===== config.mk =====
export PLATFORM = sky130hd
export DESIGN_NAME = caof_ctrl
export DESIGN_NICKNAME = d
export VERILOG_FILES = /design/src/rtl/caof_pkg.sv /design/src/rtl/caof_ctrl.sv
export VERILOG_INCLUDE_DIRS = /design/src /design/src/rtl
export SDC_FILE = /design/constraint.sdc
export NUM_CORES = 1
export LEC_CHECK = 0
export BUFFER_PORTS_ARGS = -buffer_cell sky130_fd_sc_hd__buf_2
export CAP_MARGIN = 10
export CORE_MARGIN = 5
export CORE_UTILIZATION = 40
export DETAILED_ROUTE_END_ITERATION = 10
export PLACE_DENSITY = 0.65
export REMOVE_ABC_BUFFERS = 1
export SLEW_MARGIN = 20
export SYNTH_ARGS = -nofsm -noshare
export SYNTH_HDL_FRONTEND = slang
export SYNTH_SLANG_ARGS = --single-unit

===== constraint.sdc =====
create_clock -name i_clk -period 2 [get_ports i_clk]
set_input_delay 0.4 -clock i_clk [delete_from_list [all_inputs] [get_ports i_clk]]
set_output_delay 0.4 -clock i_clk [all_outputs]
set_load 0.02 [all_outputs]

===== src/rtl/circular_arena_operand_fetch_assert.svh =====
// Assertion macros shared by the circular arena operand fetch RTL.
`ifndef CIRCULAR_ARENA_OPERAND_FETCH_ASSERT_SVH
`define CIRCULAR_ARENA_OPERAND_FETCH_ASSERT_SVH

// same-cycle implication
`define CAOF_ASSERT_IMP(label, clk, rst_n, ante, cons, msg) \
    label: assert property (@(posedge clk) disable iff (!rst_n) (ante) |-> (cons)) \
        else $error(msg);

// next-cycle implication
`define CAOF_ASSERT_NXT(label, clk, rst_n, ante, cons, msg) \
    label: assert property (@(posedge clk) disable iff (!rst_n) (ante) |=> (cons)) \
        else $error(msg);

`endif


===== src/rtl/caof_pkg.sv =====
// Package: field widths, operation codes and controller/datapath types.
package caof_pkg;

    localparam int OP_W   = 2;
    localparam int ADDR_W = 12;
    localparam int CNT_W  = 3;
    localparam int DATA_W = 32;
    localparam int SLOT_W = 4;
    localparam int TYPE_W = 2;
    localparam int OFF_W  = 4;
    localparam int IND_W  = 16;
    localparam int BYTE_W = 8;

    localparam logic [OP_W-1:0] OP_WRITE_ARENA = 2'd0;
    localparam logic [OP_W-1:0] OP_WRITE_REG   = 2'd1;
    localparam logic [OP_W-1:0] OP_FETCH       = 2'd2;

    localparam logic [TYPE_W-1:0] ARG_REGISTER = 2'd0;
    localparam logic [TYPE_W-1:0] ARG_INDIRECT = 2'd1;
    localparam logic [TYPE_W-1:0] ARG_DIRECT4  = 2'd2;
    localparam logic [TYPE_W-1:0] ARG_DIRECT2  = 2'd3;

    localparam logic [1:0] BASE_PC  = 2'd0;
    localparam logic [1:0] BASE_AT  = 2'd1;
    localparam logic [1:0] BASE_REL = 2'd2;

    typedef struct packed {
        logic       take;
        logic       load_base;
        logic [1:0] base_sel;
        logic       norm_step;
        logic       rd_en;
        logic       wr_en;
        logic       clr_wr;
        logic       div_load;
        logic       div_step;
        logic       load_result;
        logic       reg_wr;
    } t_cmd;

    typedef struct packed {
        logic [OP_W-1:0]   op;
        logic [TYPE_W-1:0] arg_type;
        logic [CNT_W-1:0]  byte_count;
        logic              addr_ok;
        logic              addr_last;
        logic              div_done;
        logic              out_free;
    } t_status;

    function automatic logic [CNT_W-1:0] f_clamp_count(input logic [CNT_W-1:0] c);
        return (c > 3'd4) ? 3'd4 : c;
    endfunction

    function automatic logic [OFF_W-1:0] f_sat_offset(input logic [OFF_W:0] v);
        return (v > 5'd15) ? 4'd15 : v[OFF_W-1:0];
    endfunction

endpackage


===== src/rtl/caof_ctrl.sv =====
// Controller: sequences clear pass, address wrap, byte reads/writes and remainder.
`include "circular_arena_operand_fetch_assert.svh"

module caof_ctrl (
    input  logic              i_clk,
    input  logic              i_rst_n,
    input  logic              i_in_valid,
    output logic              o_in_ready,
    input  caof_pkg::t_status i_status,
    output caof_pkg::t_cmd    o_cmd
);

    localparam logic [3:0] S_CLEAR  = 4'd0;
    localparam logic [3:0] S_IDLE   = 4'd1;
    localparam logic [3:0] S_START  = 4'd2;
    localparam logic [3:0] S_NORM   = 4'd3;
    localparam logic [3:0] S_WRITE  = 4'd4;
    localparam logic [3:0] S_READ   = 4'd5;
    localparam logic [3:0] S_DRAIN  = 4'd6;
    localparam logic [3:0] S_DIVLD  = 4'd7;
    localparam logic [3:0] S_DIV    = 4'd8;
    localparam logic [3:0] S_REBASE = 4'd9;
    localparam logic [3:0] S_DONE   = 4'd10;

    logic [3:0]                 r_state, n_state;
    logic [caof_pkg::CNT_W-1:0] r_cnt, n_cnt;
    logic                       r_phase, n_phase;

    always_ff @(posedge i_clk) begin
        if (!i_rst_n) begin
            r_state <= S_CLEAR;
            r_cnt   <= '0;
            r_phase <= 1'b0;
        end else begin
            r_state <= n_state;
            r_cnt   <= n_cnt;
            r_phase <= n_phase;
        end
    end

    always_comb begin
        n_state    = r_state;
        n_cnt      = r_cnt;
        n_phase    = r_phase;
        o_cmd      = '0;
        o_in_ready = (r_state == S_IDLE);
        case (r_state)
            S_CLEAR: begin
                o_cmd.clr_wr = 1'b1;
                if (i_status.addr_last) begin
                    n_state = S_IDLE;
                end
            end
            S_IDLE: begin
                if (i_in_valid) begin
                    o_cmd.take = 1'b1;
                    n_state    = S_START;
                end
            end
            S_START: begin
                n_phase = 1'b0;
                case (i_status.op)
                    caof_pkg::OP_WRITE_ARENA: begin
                        o_cmd.load_base = 1'b1;
                        o_cmd.base_sel  = caof_pkg::BASE_PC;
                        n_cnt           = i_status.byte_count;
                        n_state         = S_NORM;
                    end
                    caof_pkg::OP_FETCH: begin
                        o_cmd.load_base = 1'b1;
                        o_cmd.base_sel  = caof_pkg::BASE_AT;
                        case (i_status.arg_type)
                            caof_pkg::ARG_REGISTER: n_cnt = 3'd1;
                            caof_pkg::ARG_INDIRECT: n_cnt = 3'd2;
                            caof_pkg::ARG_DIRECT4:  n_cnt = 3'd4;
                            default:                n_cnt = 3'd2;
                        endcase
                        n_state = S_NORM;
                    end
                    default: begin
                        n_state = S_DONE;
                    end
                endcase
            end
            S_NORM: begin
                if (!i_status.addr_ok) begin
                    o_cmd.norm_step = 1'b1;
                end else if (i_status.op == caof_pkg::OP_WRITE_ARENA) begin
                    n_state = (r_cnt == 3'd0) ? S_DONE : S_WRITE;
                end else begin
                    n_state = S_READ;
                end
            end
            S_WRITE: begin
                o_cmd.wr_en = 1'b1;
                n_cnt       = r_cnt - 3'd1;
                if (r_cnt == 3'd1) begin
                    n_state = S_DONE;
                end
            end
            S_READ: begin
                o_cmd.rd_en = 1'b1;
                n_cnt       = r_cnt - 3'd1;
                if (r_cnt == 3'd1) begin
                    n_state = S_DRAIN;
                end
            end
            S_DRAIN: begin
                if (i_status.arg_type == caof_pkg::ARG_INDIRECT && !r_phase) begin
                    n_state = S_DIVLD;
                end else begin
                    n_state = S_DONE;
                end
            end
            S_DIVLD: begin
                o_cmd.div_load = 1'b1;
                n_state        = S_DIV;
            end
            S_DIV: begin
                if (i_status.div_done) begin
                    n_state = S_REBASE;
                end else begin
                    o_cmd.div_step = 1'b1;
                end
            end
            S_REBASE: begin
                o_cmd.load_base = 1'b1;
                o_cmd.base_sel  = caof_pkg::BASE_REL;
                n_cnt           = 3'd4;
                n_phase         = 1'b1;
                n_state         = S_NORM;
            end
            S_DONE: begin
                if (i_status.out_free) begin
                    o_cmd.load_result = 1'b1;
                    o_cmd.reg_wr      = (i_status.op == caof_pkg::OP_WRITE_REG);
                    n_state           = S_IDLE;
                end
            end
            default: begin
                n_state = S_IDLE;
            end
        endcase
    end

    `CAOF_ASSERT_IMP(a_mem_wrapped, i_clk, i_rst_n, o_cmd.rd_en || o_cmd.wr_en, i_status.addr_ok, "arena access at unwrapped address")
    `CAOF_ASSERT_NXT(a_one_item, i_clk, i_rst_n, o_cmd.take, !o_in_ready, "item accepted while one is in flight")
    `CAOF_ASSERT_IMP(a_div_indirect, i_clk, i_rst_n, r_state == S_DIV, i_status.op == caof_pkg::OP_FETCH && i_status.arg_type == caof_pkg::ARG_INDIRECT, "remainder unit busy outside indirect fetch")
    `CAOF_ASSERT_IMP(a_div_step, i_clk, i_rst_n, o_cmd.div_step, !i_status.div_done, "remainder step after completion")

endmodule


==> results.ini <==
[route]
viasPerCell = 5.66
drt-total-wl_um = 2550
drc = 0
drtIter0Drc = 29
drtAntennaViolNets = 0
routedWlPerCell_um = 14.6
vias = 991
firstDrtPassIters = 6

[timing]
setup_violations = 0
fin_crit_sh_pct = 92.2
max_freq_mhz = 543
fin_ws_ps = 157
fin_worst_skew_ps = 9.27
hold_violations = 0
rsz0062_at_grt = false
worst_pin_slew_ps = 462
final-max-slew-violation-count = 0
relSlewSlack_pct = 68.8
min_period_ps = 1840

[clocking]
clock_latency_ps = 260
postCtsSetupBuffers = 0
holdBufCountCts = 0
cts-root-buf = clkbuf_4
cts.sink_count = 8
ctsHtreeMaxLevel = 1
cts_tree = built
cts.repair.resized = 1
cts_made_buffers = 3
clock_path_buffers = 2
clk_pin_slew_ps = 60

[critical_path]
path_class = flip-flop to output port
required_ps = 1600
cp.arrival_ps = 1440
cp-end-kind = output port
max_stage_delay_ps = 400
cp_slowest_cell = dfxtp_2
start_kind = flip-flop
cp_top_family = simple AND/OR/NAND/NOR gates
path_buf_inv = 1
crit_chain = nand2b_1, nor3_2, nor3b_1, buf_2
critPathMaxFanout = 14
reg2reg_slack_ps = 290

[floorplan]
io_pins = 27
die_area_um2 = 3360
rows = 17
die_y_um = 58.0
core_um2 = 2210
initial_utilization_pct = 41.6
die_x_um = 58.0

[global_routing]
grt_pass1_wl_um = 4490
antenna_found_initial = 0
grt_max_degree = 15
gr-usage-all-layers_pct = 16.8
grt_overflow = 0
grt_pass1_vias = 962

[finish]
multiInputGateArea_um2 = 672
n_antenna_cell = 0
stdcell_area_um2 = 1120
seqCellArea_um2 = 165
nets = 166
layout-drive-gt1-share_pct = 35.4
syn2layout_area_growth_pct = 22.0
fillCellCount = 235

[power_and_ir_drop]
max-vdd-ir-drop_uv = 542
leakage_nw = 0.501
power_density_nw_per_um2 = 1030

[yosys]
async_flop_share_pct = 0
yosysWarnings = 0
synth-edff-count = 0
synth_commonest_cells = nor2_1, dfxtp_1, inv_1, nand2_1, nor3_1
yosysUniqueCellTypes = 46
yosysMostFrequentCell = nor2_1
yosysSeqAreaShare_pct = 17.4
yosys.area.top_type = dfxtp_1
netlist_area_um2 = 920
avgSynthCellArea_um2 = 7.79
ys.flop_type = dfxtp_1
ys_ff_latch = 8
synthCells = 118
synth_top_area_share_pct = 17.4
synth_area_leaders = dfxtp_1, a2111oi_4, nor2_1, nor3_1, ha_1

[placement]
place_ws_ps = 172
post-dp-hpwl_um = 2070
place_area_um2 = 1090
gp_congestion = 0.863
port_buffers = 26

[run]
max_cap_violations = 0

[run_status]
status = finished, final reports clean

[min_path]
min_path_type = input port to flip-flop

-- path summary, 6_finish.rpt --
| kind | startpoint | end | depth (start not counted) |
|---|---|---|---|
| min | i_rst_n | r_cnt[0] | 2 |
| min reg2reg | r_phase | r_phase | 2 |
| max reg2reg | r_state[2] | r_state[3] | 5 |
| max | r_state[0] | o_cmd[0] | 4 |
-- logic make-up after synthesis --
| family | share of synthesized area (%) |
|---|---|
| adders and majority gates | 4.08 |
| muxes | 3.54 |
| and+or+nand+nor | 37.0 |
| DFF | 17.4 |
| AOI/OAI and AO/OA | 27.9 |
| buffers and inverters | 10.1 |
-- placed cells by master, fill, tap and decap left out, types with 4 or more instances in the layout --
cell type  Yosys  layout
inv_1          8       8
buf_4          3       9
a21oi_1        5       5
nand2_1        8       8
dfxtp_1        8       4
buf_2          2      26
nand2b_1       5       5
nor2_1        13      13
nor2b_1        4       4
dfxtp_2        0       4
nor3b_1        4       4
nor3_1         8       7
-- layout make-up --
| type | count | area share [%] |
|---|---|---|
| Timing Repair Buffer | 35 | 17.6 |
| Clock buffer | 3 | 2.01 |
| Inverter | 8 | 2.68 |
| Sequential cell | 8 | 14.7 |
| Tap cell | 28 | 3.12 |
| Multi-Input combinational cell | 93 | 59.9 |
-- routing by layer --
metal,up-vias,wire length (µm),track usage (%)
met5,-,0,0
met4,0,46,6.62
met3,5,105,3.79
met2,26,1200,25.6
met1,464,1200,22.7
li1,496,-,-
-- per-stage QoR --
stage | hold WS (ps) | instances | util [%] | TNS [ps] | power [mW]
finish | 437 | 175 | 50.7 | 0 | 1.15
global route | 442 | 175 | 50.7 | 0 | 1.24
CTS | 431 | 175 | 50.3 | 0 | 1.14
detailed placement | 469 | 172 | 49.3 | 0 | 1.01
global placement | 459 | 172 | 49.3 | 0 | 1.01
floorplan | 442 | 109 | - | -439 | 0.761
-- sequential cells by signal, indices dropped and copies added, names as in the netlist --
signal	count
r_state	4
r_cnt	3
r_phase	1
-- power breakdown --
part | switching, mW | internal, mW | leakage (nW)
logic | 0.399 | 0.345 | 0.420
clock network | 0.0594 | 0.0690 | 0.0138
registers | 0.0793 | 0.201 | 0.0667
total | 0.538 | 0.615 | 0.501
Power figures use the tool's default switching activity.
